<file path="config.mk">
export PLATFORM = sky130hd
export DESIGN_NAME = ohlc_candle_ma_macd_unit_flat
export DESIGN_NICKNAME = d
export VERILOG_FILES = /design/src/hdl/ocmm_pkg.sv /design/src/hdl/ocmm_if.sv /design/src/hdl/ocmm_hist_ram.sv /design/src/hdl/ocmm_ema.sv /design/src/hdl/ocmm_out_stage.sv /design/src/hdl/ohlc_candle_ma_macd_unit.sv /design/src/flat_wrapper.sv
export SDC_FILE = /design/constraint.sdc
export NUM_CORES = 2
export LEC_CHECK = 0
export BUFFER_PORTS_ARGS = -buffer_cell sky130_fd_sc_hd__buf_2
export CAP_MARGIN = 20
export CORE_MARGIN = 2
export CORE_UTILIZATION = 58
export CTS_CLUSTER_DIAMETER = 100
export DETAILED_ROUTE_END_ITERATION = 12
export PLACE_DENSITY = 0.74
export SLEW_MARGIN = 40
export SYNTH_ARGS = -nofsm -noshare
export SYNTH_HDL_FRONTEND = slang
export SYNTH_SLANG_ARGS = --single-unit
</file>
<file path="constraint.sdc">
create_clock -name i_clk -period 19.2 [get_ports i_clk]
set_input_delay 3.84 -clock i_clk [delete_from_list [all_inputs] [get_ports i_clk]]
set_output_delay 3.84 -clock i_clk [all_outputs]
set_load 0.02 [all_outputs]
</file>
<file path="src/hdl/ocmm_pkg.sv">
package ocmm_pkg;

    localparam int SHORT_WINDOW = 5;
    localparam int LONG_WINDOW  = 10;

    localparam int USAGE_W  = 15;
    localparam int TIME_W   = 32;
    localparam int PERIOD_W = 16;
    localparam int MACD_W   = 24;

    localparam logic [USAGE_W-1:0]  FULL_SCALE   = USAGE_W'(25600);
    localparam logic [PERIOD_W-1:0] PERIOD_RESET = PERIOD_W'(1);

    localparam int HIST_DEPTH = (SHORT_WINDOW > LONG_WINDOW) ? SHORT_WINDOW : LONG_WINDOW;
    localparam int PTR_W      = (HIST_DEPTH > 1) ? $clog2(HIST_DEPTH) : 1;

    localparam int MACD_START = 27;
    localparam int COUNT_SAT  = (HIST_DEPTH > MACD_START) ? HIST_DEPTH : MACD_START;
    localparam int CNT_W      = $clog2(COUNT_SAT + 1);

    localparam logic [CNT_W-1:0] CNT_SAT   = CNT_W'(COUNT_SAT);
    localparam logic [CNT_W-1:0] CNT_SHORT = CNT_W'(SHORT_WINDOW);
    localparam logic [CNT_W-1:0] CNT_LONG  = CNT_W'(LONG_WINDOW);
    localparam logic [CNT_W-1:0] CNT_MACD  = CNT_W'(MACD_START);

    // window sums and reciprocal constants for the floor means
    localparam int SSUM_W = $clog2(25600 * SHORT_WINDOW + 1);
    localparam int LSUM_W = $clog2(25600 * LONG_WINDOW + 1);

    localparam int SSHIFT = SSUM_W + $clog2(SHORT_WINDOW);
    localparam int LSHIFT = LSUM_W + $clog2(LONG_WINDOW);

    localparam longint SRECIP_VAL = ((longint'(1) << SSHIFT) + SHORT_WINDOW - 1) / SHORT_WINDOW;
    localparam longint LRECIP_VAL = ((longint'(1) << LSHIFT) + LONG_WINDOW - 1) / LONG_WINDOW;

    localparam int SRECIP_W = $clog2(SRECIP_VAL + 1);
    localparam int LRECIP_W = $clog2(LRECIP_VAL + 1);

    localparam logic [SRECIP_W-1:0] SRECIP = SRECIP_W'(SRECIP_VAL);
    localparam logic [LRECIP_W-1:0] LRECIP = LRECIP_W'(LRECIP_VAL);

    localparam int SPROD_W = SSUM_W + SRECIP_W;
    localparam int LPROD_W = LSUM_W + LRECIP_W;

    // ema arithmetic, 16 fraction bits of percent
    localparam int EMA_W   = USAGE_W + 8;
    localparam int COEF_W  = 14;
    localparam int FRAC_W  = 16;
    localparam int DIFF_W  = EMA_W + 1;
    localparam int PROD_W  = DIFF_W + COEF_W + 1;
    localparam int STEP_W  = EMA_W + 2;

    localparam logic [EMA_W-1:0]  EMA_MAX   = EMA_W'(6553600);
    localparam logic [COEF_W-1:0] COEF_FAST = COEF_W'(10082);
    localparam logic [COEF_W-1:0] COEF_SLOW = COEF_W'(4855);
    localparam logic signed [PROD_W-1:0] ROUND_HALF = PROD_W'(1 << (FRAC_W - 1));

    typedef logic [USAGE_W-1:0]       t_usage;
    typedef logic [TIME_W-1:0]        t_time;
    typedef logic [PERIOD_W-1:0]      t_period;
    typedef logic [PTR_W-1:0]         t_ptr;
    typedef logic [EMA_W-1:0]         t_ema;
    typedef logic [COEF_W-1:0]        t_coef;
    typedef logic signed [MACD_W-1:0] t_macd;

    typedef struct packed {
        t_usage              bar_open;
        t_usage              bar_high;
        t_usage              bar_low;
        t_usage              bar_close;
        t_time               bar_time;
        logic [SSUM_W-1:0]   short_sum;
        logic                short_ok;
        logic [LSUM_W-1:0]   long_sum;
        logic                long_ok;
        t_macd               macd_value;
        logic                macd_ok;
    } t_stage;

endpackage

</file>
<file path="src/hdl/ocmm_if.sv">
interface ocmm_sample_if;
    import ocmm_pkg::*;

    logic   valid;
    logic   ready;
    t_usage usage;
    t_time  now_seconds;

    modport source (output valid, usage, now_seconds, input ready);
    modport sink (input valid, usage, now_seconds, output ready);
endinterface

interface ocmm_result_if;
    import ocmm_pkg::*;

    logic   valid;
    logic   ready;
    t_usage bar_open;
    t_usage bar_high;
    t_usage bar_low;
    t_usage bar_close;
    t_time  bar_time;
    t_usage mean_short;
    logic   mean_short_valid;
    t_usage mean_long;
    logic   mean_long_valid;
    t_macd  macd_value;
    logic   macd_valid;

    modport source (
        output valid, bar_open, bar_high, bar_low, bar_close, bar_time,
               mean_short, mean_short_valid, mean_long, mean_long_valid,
               macd_value, macd_valid,
        input  ready
    );
    modport sink (
        input  valid, bar_open, bar_high, bar_low, bar_close, bar_time,
               mean_short, mean_short_valid, mean_long, mean_long_valid,
               macd_value, macd_valid,
        output ready
    );
endinterface

interface ocmm_cfg_if;
    import ocmm_pkg::*;

    logic    valid;
    logic    ready;
    t_period data;

    modport source (output valid, data, input ready);
    modport sink (input valid, data, output ready);
endinterface

</file>
<file path="src/hdl/ocmm_hist_ram.sv">
module ocmm_hist_ram (
    input  logic            i_clk,
    input  logic            i_we,
    input  ocmm_pkg::t_ptr   i_waddr,
    input  ocmm_pkg::t_usage i_wdata,
    input  ocmm_pkg::t_ptr   i_raddr_a,
    input  ocmm_pkg::t_ptr   i_raddr_b,
    output ocmm_pkg::t_usage o_rdata_a,
    output ocmm_pkg::t_usage o_rdata_b
);
    import ocmm_pkg::*;

    t_usage mem [HIST_DEPTH];
    t_usage r_rdata_a;
    t_usage r_rdata_b;

    always_ff @(posedge i_clk) begin
        if (i_we) begin
            mem[i_waddr] <= i_wdata;
        end
        r_rdata_a <= mem[i_raddr_a];
        r_rdata_b <= mem[i_raddr_b];
    end

    assign o_rdata_a = r_rdata_a;
    assign o_rdata_b = r_rdata_b;
endmodule

</file>
<file path="src/hdl/ocmm_ema.sv">
module ocmm_ema (
    input  ocmm_pkg::t_ema  i_ema,
    input  ocmm_pkg::t_ema  i_x,
    input  ocmm_pkg::t_coef i_coef,
    output ocmm_pkg::t_ema  o_ema
);
    import ocmm_pkg::*;

    logic signed [DIFF_W-1:0] diff;
    logic signed [PROD_W-1:0] prod;
    logic signed [PROD_W-1:0] rnd;
    logic signed [STEP_W-1:0] step;
    logic signed [STEP_W-1:0] sum;

    always_comb begin
        diff = $signed({1'b0, i_x}) - $signed({1'b0, i_ema});
        prod = diff * $signed({1'b0, i_coef});
        rnd  = prod + ROUND_HALF;
        step = STEP_W'(rnd >>> FRAC_W);
        sum  = $signed({2'b00, i_ema}) + step;
        if (sum[STEP_W-1]) begin
            o_ema = '0;
        end else if (sum > $signed({2'b00, EMA_MAX})) begin
            o_ema = EMA_MAX;
        end else begin
            o_ema = sum[EMA_W-1:0];
        end
    end
endmodule

</file>
<file path="src/hdl/ocmm_out_stage.sv">
module ocmm_out_stage (
    input  logic             i_clk,
    input  logic             i_rst_n,
    input  logic             i_valid,
    input  ocmm_pkg::t_stage i_stage,
    output logic             o_free,
    ocmm_result_if.source    o_result
);
    import ocmm_pkg::*;

    logic               r_valid;
    t_stage             r_stage;
    t_usage             r_mean_short;
    t_usage             r_mean_long;
    logic [SPROD_W-1:0] sprod;
    logic [LPROD_W-1:0] lprod;
    t_usage             n_mean_short;
    t_usage             n_mean_long;

    assign o_free = !r_valid || o_result.ready;

    // floor mean by reciprocal multiply
    always_comb begin
        sprod = SPROD_W'(i_stage.short_sum) * SPROD_W'(SRECIP);
        lprod = LPROD_W'(i_stage.long_sum) * LPROD_W'(LRECIP);
        n_mean_short = i_stage.short_ok ? USAGE_W'(sprod >> SSHIFT) : '0;
        n_mean_long  = i_stage.long_ok ? USAGE_W'(lprod >> LSHIFT) : '0;
    end

    always_ff @(posedge i_clk) begin
        if (!i_rst_n) begin
            r_valid <= 1'b0;
        end else if (o_free) begin
            r_valid <= i_valid;
        end
    end

    always_ff @(posedge i_clk) begin
        if (o_free && i_valid) begin
            r_stage      <= i_stage;
            r_mean_short <= n_mean_short;
            r_mean_long  <= n_mean_long;
        end
    end

    assign o_result.valid            = r_valid;
    assign o_result.bar_open         = r_stage.bar_open;
    assign o_result.bar_high         = r_stage.bar_high;
    assign o_result.bar_low          = r_stage.bar_low;
    assign o_result.bar_close        = r_stage.bar_close;
    assign o_result.bar_time         = r_stage.bar_time;
    assign o_result.mean_short       = r_mean_short;
    assign o_result.mean_short_valid = r_stage.short_ok;
    assign o_result.mean_long        = r_mean_long;
    assign o_result.mean_long_valid  = r_stage.long_ok;
    assign o_result.macd_value       = r_stage.macd_value;
    assign o_result.macd_valid       = r_stage.macd_ok;
endmodule

</file>
<file path="src/hdl/ohlc_candle_ma_macd_unit.sv">
// Builds open/high/low/close bars from timestamped Q7.8 percent samples and, for every
// closed bar, returns the bar with its 5- and 10-close floor means and the MACD of the
// 12/26 EMAs. One sample is taken per clock cycle while the result stage can move on; a
// closing sample's result passes the result stage and the output register to o_result
// and stays until taken. The rate is set by the close update: the window sums read the
// leaving closes from the history RAM, whose two registered read ports are fetched ahead
// for the next pointer, and each EMA does its one multiply combinationally in that update.
// The period register may be written at any time the block is idle; i_cfg is always ready.
module ohlc_candle_ma_macd_unit (
    input  logic          i_clk,
    input  logic          i_rst_n,
    ocmm_cfg_if.sink      i_cfg,
    ocmm_sample_if.sink   i_sample,
    ocmm_result_if.source o_result
);
    import ocmm_pkg::*;

    logic              r_started;
    t_time             r_start;
    t_usage            r_open;
    t_usage            r_high;
    t_usage            r_low;
    t_ptr              r_ptr;
    logic [SSUM_W-1:0] r_short_sum;
    logic [LSUM_W-1:0] r_long_sum;
    logic [CNT_W-1:0]  r_count;
    t_ema              r_fast;
    t_ema              r_slow;
    t_period           r_period;
    logic              r_s1_valid;
    t_stage            r_s1;

    logic              in_fire;
    logic              close_fire;
    logic              out_free;
    t_usage            u_sat;
    t_usage            hi;
    t_usage            lo;
    t_time             elapsed;
    logic              is_close;
    t_ptr              ptr_inc;
    t_ptr              n_ptr;
    logic [PTR_W:0]    raddr_s_w;
    logic [PTR_W:0]    raddr_l_w;
    t_ptr              raddr_s;
    t_ptr              raddr_l;
    t_usage            rd_s;
    t_usage            rd_l;
    logic [CNT_W-1:0]  cnt_inc;
    logic [SSUM_W-1:0] n_short_sum;
    logic [LSUM_W-1:0] n_long_sum;
    logic              macd_ok;
    t_ema              ema_x;
    t_ema              fast_n;
    t_ema              slow_n;
    t_macd             macd;
    t_stage            n_s1;

    assign i_cfg.ready    = 1'b1;
    assign i_sample.ready = !r_s1_valid || out_free;
    assign in_fire        = i_sample.valid && i_sample.ready;

    always_comb begin
        u_sat    = (i_sample.usage > FULL_SCALE) ? FULL_SCALE : i_sample.usage;
        hi       = (u_sat > r_high) ? u_sat : r_high;
        lo       = (u_sat < r_low) ? u_sat : r_low;
        elapsed  = i_sample.now_seconds - r_start;
        is_close = r_started && (elapsed >= TIME_W'(r_period));
    end

    assign close_fire = in_fire && is_close;

    // history pointer and prefetch addresses for the next close
    always_comb begin
        ptr_inc   = (r_ptr == PTR_W'(HIST_DEPTH - 1)) ? '0 : r_ptr + PTR_W'(1);
        n_ptr     = close_fire ? ptr_inc : r_ptr;
        raddr_s_w = {1'b0, n_ptr} + (PTR_W+1)'(HIST_DEPTH - SHORT_WINDOW);
        raddr_l_w = {1'b0, n_ptr} + (PTR_W+1)'(HIST_DEPTH - LONG_WINDOW);
        if (raddr_s_w >= (PTR_W+1)'(HIST_DEPTH)) begin
            raddr_s_w = raddr_s_w - (PTR_W+1)'(HIST_DEPTH);
        end
        if (raddr_l_w >= (PTR_W+1)'(HIST_DEPTH)) begin
            raddr_l_w = raddr_l_w - (PTR_W+1)'(HIST_DEPTH);
        end
        raddr_s = raddr_s_w[PTR_W-1:0];
        raddr_l = raddr_l_w[PTR_W-1:0];
    end

    ocmm_hist_ram u_hist (
        .i_clk     (i_clk),
        .i_we      (close_fire),
        .i_waddr   (r_ptr),
        .i_wdata   (u_sat),
        .i_raddr_a (raddr_s),
        .i_raddr_b (raddr_l),
        .o_rdata_a (rd_s),
        .o_rdata_b (rd_l)
    );

    always_comb begin
        cnt_inc     = (r_count < CNT_SAT) ? r_count + CNT_W'(1) : r_count;
        n_short_sum = r_short_sum - ((r_count >= CNT_SHORT) ? SSUM_W'(rd_s) : '0)
                      + SSUM_W'(u_sat);
        n_long_sum  = r_long_sum - ((r_count >= CNT_LONG) ? LSUM_W'(rd_l) : '0)
                      + LSUM_W'(u_sat);
        macd_ok     = cnt_inc >= CNT_MACD;
        ema_x       = {u_sat, 8'h00};
    end

    ocmm_ema u_fast (
        .i_ema  (r_fast),
        .i_x    (ema_x),
        .i_coef (COEF_FAST),
        .o_ema  (fast_n)
    );

    ocmm_ema u_slow (
        .i_ema  (r_slow),
        .i_x    (ema_x),
        .i_coef (COEF_SLOW),
        .o_ema  (slow_n)
    );

    always_comb begin
        macd = macd_ok ? ($signed({1'b0, fast_n}) - $signed({1'b0, slow_n})) : '0;
        n_s1.bar_open   = r_open;
        n_s1.bar_high   = hi;
        n_s1.bar_low    = lo;
        n_s1.bar_close  = u_sat;
        n_s1.bar_time   = i_sample.now_seconds;
        n_s1.short_sum  = n_short_sum;
        n_s1.short_ok   = cnt_inc >= CNT_SHORT;
        n_s1.long_sum   = n_long_sum;
        n_s1.long_ok    = cnt_inc >= CNT_LONG;
        n_s1.macd_value = macd;
        n_s1.macd_ok    = macd_ok;
    end

    always_ff @(posedge i_clk) begin
        if (!i_rst_n) begin
            r_period <= PERIOD_RESET;
        end else if (i_cfg.valid && i_cfg.ready) begin
            r_period <= i_cfg.data;
        end
    end

    always_ff @(posedge i_clk) begin
        if (!i_rst_n) begin
            r_started   <= 1'b0;
            r_start     <= '0;
            r_open      <= '0;
            r_high      <= '0;
            r_low       <= '0;
            r_ptr       <= '0;
            r_short_sum <= '0;
            r_long_sum  <= '0;
            r_count     <= '0;
            r_fast      <= '0;
            r_slow      <= '0;
        end else if (in_fire) begin
            r_started <= 1'b1;
            if (!r_started || is_close) begin
                r_start <= i_sample.now_seconds;
                r_open  <= u_sat;
                r_high  <= u_sat;
                r_low   <= u_sat;
            end else begin
                r_high <= hi;
                r_low  <= lo;
            end
            if (is_close) begin
                r_ptr       <= ptr_inc;
                r_short_sum <= n_short_sum;
                r_long_sum  <= n_long_sum;
                r_count     <= cnt_inc;
                if (macd_ok) begin
                    r_fast <= fast_n;
                    r_slow <= slow_n;
                end
            end
        end
    end

    // result stage ahead of the output register
    always_ff @(posedge i_clk) begin
        if (!i_rst_n) begin
            r_s1_valid <= 1'b0;
        end else if (close_fire) begin
            r_s1_valid <= 1'b1;
        end else if (out_free) begin
            r_s1_valid <= 1'b0;
        end
    end

    always_ff @(posedge i_clk) begin
        if (close_fire) begin
            r_s1 <= n_s1;
        end
    end

    ocmm_out_stage u_out (
        .i_clk    (i_clk),
        .i_rst_n  (i_rst_n),
        .i_valid  (r_s1_valid),
        .i_stage  (r_s1),
        .o_free   (out_free),
        .o_result (o_result)
    );
endmodule

</file>
<file path="src/flat_wrapper.sv">
// flat-port wrapper written by rule: the top's interface ports become plain ports
module ohlc_candle_ma_macd_unit_flat import ocmm_pkg::*;
  (i_clk, i_rst_n, i_cfg_valid, i_cfg_data, i_cfg_ready, i_sample_valid, i_sample_usage, i_sample_now_seconds, i_sample_ready, o_result_valid, o_result_bar_open, o_result_bar_high, o_result_bar_low, o_result_bar_close, o_result_bar_time, o_result_mean_short, o_result_mean_short_valid, o_result_mean_long, o_result_mean_long_valid, o_result_macd_value, o_result_macd_valid, o_result_ready);
  ocmm_cfg_if i_cfg_i ();
  ocmm_sample_if i_sample_i ();
  ocmm_result_if o_result_i ();
  input  logic i_clk;
  input  logic i_rst_n;
  input wire logic [$bits(i_cfg_i.valid)-1:0] i_cfg_valid;
  input wire logic [$bits(i_cfg_i.data)-1:0] i_cfg_data;
  output wire logic [$bits(i_cfg_i.ready)-1:0] i_cfg_ready;
  input wire logic [$bits(i_sample_i.valid)-1:0] i_sample_valid;
  input wire logic [$bits(i_sample_i.usage)-1:0] i_sample_usage;
  input wire logic [$bits(i_sample_i.now_seconds)-1:0] i_sample_now_seconds;
  output wire logic [$bits(i_sample_i.ready)-1:0] i_sample_ready;
  output wire logic [$bits(o_result_i.valid)-1:0] o_result_valid;
  output wire logic [$bits(o_result_i.bar_open)-1:0] o_result_bar_open;
  output wire logic [$bits(o_result_i.bar_high)-1:0] o_result_bar_high;
  output wire logic [$bits(o_result_i.bar_low)-1:0] o_result_bar_low;
  output wire logic [$bits(o_result_i.bar_close)-1:0] o_result_bar_close;
  output wire logic [$bits(o_result_i.bar_time)-1:0] o_result_bar_time;
  output wire logic [$bits(o_result_i.mean_short)-1:0] o_result_mean_short;
  output wire logic [$bits(o_result_i.mean_short_valid)-1:0] o_result_mean_short_valid;
  output wire logic [$bits(o_result_i.mean_long)-1:0] o_result_mean_long;
  output wire logic [$bits(o_result_i.mean_long_valid)-1:0] o_result_mean_long_valid;
  output wire logic [$bits(o_result_i.macd_value)-1:0] o_result_macd_value;
  output wire logic [$bits(o_result_i.macd_valid)-1:0] o_result_macd_valid;
  input wire logic [$bits(o_result_i.ready)-1:0] o_result_ready;
  assign i_cfg_i.valid = i_cfg_valid;
  assign i_cfg_i.data = i_cfg_data;
  assign i_cfg_ready = i_cfg_i.ready;
  assign i_sample_i.valid = i_sample_valid;
  assign i_sample_i.usage = i_sample_usage;
  assign i_sample_i.now_seconds = i_sample_now_seconds;
  assign i_sample_ready = i_sample_i.ready;
  assign o_result_valid = o_result_i.valid;
  assign o_result_bar_open = o_result_i.bar_open;
  assign o_result_bar_high = o_result_i.bar_high;
  assign o_result_bar_low = o_result_i.bar_low;
  assign o_result_bar_close = o_result_i.bar_close;
  assign o_result_bar_time = o_result_i.bar_time;
  assign o_result_mean_short = o_result_i.mean_short;
  assign o_result_mean_short_valid = o_result_i.mean_short_valid;
  assign o_result_mean_long = o_result_i.mean_long;
  assign o_result_mean_long_valid = o_result_i.mean_long_valid;
  assign o_result_macd_value = o_result_i.macd_value;
  assign o_result_macd_valid = o_result_i.macd_valid;
  assign o_result_i.ready = o_result_ready;
  ohlc_candle_ma_macd_unit u_core (.i_clk(i_clk), .i_rst_n(i_rst_n), .i_cfg(i_cfg_i), .i_sample(i_sample_i), .o_result(o_result_i));
endmodule
</file>
==> key figures <==
Critical path
  • Critical path required time: 19.58 ns
  • CP max stage cell: fa_1
  • CP Class: in -> reg
  • CP max FO: 6
  • Crit path DAT: between 15 and 20 ns
  • Critical path endpoint category: register
  • Reg-to-reg startpoint: u_core.r_slow[0]
  • CP max stage delay: between 0.5 and 0.6 ns
  • Startpoint class of the critical path: input port
  • Critical Path Source: i_sample_usage[0]
  • Most prevalent standard cell on the critical path: a21o_1

Detailed routing
  • DR vias/cell: 5.66
  • Drt wl/cell: just under 20 um
  • Total routed wirelength: 139 mm
  • Vias: 40222
  • Iter 0 DRT Violations: 2582
  • ANT nets after route: 0
  • # DRC: 0
  • Detailed Routing Iterations Pass 1: 6

Yosys
  • Post-synthesis simple-gate area fraction: 0.0877
  • Synth Area in Compound Gates: 0.0992
  • Synth Area per Inst: 10.5 um2
  • Main combinational cell family by area after synthesis: adder cells
  • #FFs+latches synth: 669
  • Post-Synth XOR/XNOR Area: 0.0382
  • Post-synth top area share: 0.237
  • Main synth FF type: edfxtp_1
  • Synth area leaders: edfxtp_1 24%, fa_1 17%, ha_1 17%
  • Number of synthesized flops with an enable pin: 453
  • Post-Synth Adder-Cell Area: 0.342
  • Mapped Area: 0.0573 mm2
  • Mux share of post-synthesis cell area: 0.0425
  • Mapped Cells: 5475
  • Dominant cell type by area after synthesis: edfxtp_1
  • Synth unique cells: 97
  • Register area share after synthesis: 0.313
  • Asr flop ratio synth: 0
  • Synth warn: 0

CTS
  • TritonCTS Buffers: 77
  • H-tree levels: 3
  • # clock sinks: between 600 and 700
  • Clk slew on worst S/H paths: 0.06 ns
  • Clock latency on the worst-skew pair: between 0.6 and 0.7 ns
  • Root Buffer: clkbuf_16
  • Hold_buf cts: 0
  • Clock tree buffer depth: 3
  • CTS tree: built

Worst hold path
  • Hold path start: u_core.r_s1[124]
  • Hold crit path type: reg -> reg

Finish
  • Commonest non-fill, non-tap cells in the layout: 1040 x inv_1, 774 x ha_1, 495 x fa_1, 453 x edfxtp_1, 362 x nor2_1
  • Filler cell count: 7667
  • Final core occ: 0.645
  • Share of cells above drive strength 1: 0.106
  • Nets: roughly 7100
  • Most common cell after layout, fill and taps aside: inv_1
  • Final instance area: between 0.06 and 0.07 mm2
  • Area growth from synthesis to layout: 10.4%
  • Area of the multi-input gates: 0.0353 mm2
  • Reg area: 0.0179 mm2

Timing
  • Final Hold Fails: 0
  • Setup violators final: 0
  • Final period util: 0.953
  • Final slew viol count: 0
  • Post-route setup slack: ~0.9 ns
  • Slew margin rel.: 0.405
  • Worst-margin pin slew: a little under 0.9 ns
  • Final Critical Period: around 18 ns
  • Worst Clk Skew: roughly 0.032 ns
  • Fmax: 54.7 MHz

Floorplan
  • IO Pins: 220
  • Die Wd: between 300 and 400 um
  • Row count: 115
  • Core Area: 0.0981 mm2
  • Starting Density: 0.584
  • Die Area: 0.101 mm2
  • Die Y: 318 um

Placed design
  • Setup WS pre-CTS: -0.345 ns
  • GPL Wtd Cong: 0.915
  • I/O Buffers: 218
  • Placement Cell Area: 0.0605 mm2
  • HPWL after DPL: 109 mm

GRT
  • Vias in the first global route: 41291
  • Total track usage: 0.277
  • Met1 Usage GRT: 0.363
  • Initial antenna violation count: 5
  • Met3 usage: 0.0361
  • First-pass GRT wire length: 223 mm
  • Gr busiest metal: met2
  • Grt total ovfl: 0
  • Pin count of the biggest net entering global routing: 138
  • Met2 global-route usage: 0.483

Job
  • MaxCap Viol Count: 0

Status
  • Status: finished clean
==> per-layer routing <==
| layer | routed length (um) | vias to the layer above |
|---|---|---|
| li1 | - | 19117 |
| met1 | 58200 | 19770 |
| met2 | 69400 | 1120 |
| met3 | 7800 | 209 |
| met4 | 3640 | 6 |
| met5 | 37 | - |
==> sequential cells by signal, summed over array words and instances (netlist names), 4 cells and up <==
register                          count
u_core.r_start                       32
u_core.r_period                      16
u_core.u_out.o_result.mean_long      15
u_core.r_short_sum                   17
u_core.r_low                         15
u_core.u_out.o_result.bar_low        15
u_core.r_slow                        23
u_core.r_ptr                          4
u_core.u_out.o_result.mean_short     15
u_core.r_s1                         154
u_core.u_out.o_result.bar_high       15
u_core.r_count                        5
u_core.u_hist.o_rdata_a              15
u_core.u_out.o_result.bar_time       32
u_core.r_high                        15
u_core.r_long_sum                    18
u_core.u_out.o_result.bar_close      15
u_core.u_hist.o_rdata_b              15
u_core.r_open                        15
u_core.u_out.o_result.macd_value     24
u_core.u_out.o_result.bar_open       15
u_core.u_hist.mem                   150
u_core.r_fast                        23
==> through the flow <==
step / instances / hold WS, ns / setup TNS (ns)
2_1_floorplan: 5476 / 0.400 / 0
3_3_place_gp: 6952 / 0.400 / 0
3_5_place_dp: 6959 / 0.405 / -0.743
4_1_cts: 7103 / 0.418 / 0
5_1_grt: 7105 / 0.417 / -0.0903
6_report: 7106 / 0.417 / 0
==> synth_stat cells, drive strengths merged (23+ instances only) <==
| cell type | instances |
|---|---|
| nand2 | 246 |
| a22o | 41 |
| o21a | 34 |
| ha | 775 |
| nand2b | 32 |
| o21ai | 189 |
| mux4 | 30 |
| buf | 26 |
| edfxtp | 453 |
| nor3 | 80 |
| xor2 | 75 |
| clkbuf | 98 |
| mux2 | 37 |
| o21bai | 25 |
| fa | 495 |
| o22ai | 30 |
| nand3 | 58 |
| xnor2 | 169 |
| nor2 | 368 |
| and2 | 52 |
| or3 | 24 |
| dfxtp | 216 |
| mux2i | 134 |
| nor2b | 55 |
| a211oi | 51 |
| a21o | 76 |
| inv | 1044 |
| a21oi | 232 |
| a31oi | 23 |
==> layout make-up <==
type,count,area share
flip-flops and latches,669,0.283
multi-input cells,3638,0.557
well taps,1287,0.0254
repair buffers,322,0.0307
inverters,1045,0.0622
diodes,1,0.0000395
clock inverters,50,0.00815
clock buffers,94,0.0328
==> final timing paths <==
check	end	slack (ns)	cells after the start
worst min-delay path	u_core.u_out.o_result.bar_high[0]	0.42	0
worst min register to register	u_core.u_out.o_result.bar_high[0]	0.42	0
worst max register to register	u_core.r_s1[23]	4.19	65
worst max-delay path	u_core.r_s1[22]	0.91	67
==> worst max-delay path: cells and delay by family <==
family / cells / cell delay [ns]
adders and majority gates: 10 / 3.87
and+or+nand+nor: 15 / 3.38
AOI/OAI and AO/OA: 32 / 6.32
buffers and inverters: 7 / 0.69
xor gates and xnor gates: 3 / 0.55
==> cells by family after synthesis <==
| kind of cell | after synthesis |
|---|---|
| other cells | 2 |
| xor+xnor | 246 |
| fa+ha+maj | 1270 |
| simple gates | 1051 |
| mux | 201 |
| flops | 669 |
| compound gates | 867 |
| buf+inv | 1169 |
==> repair_timing <==
action,CTS,global route
setup endpoints to repair,0,13
buffers inserted,0,1
resized for setup,0,29
Power is left out: the tool's default activity adds up to more than one toggle a clock period on the data nets, which glitch-free logic cannot reach.
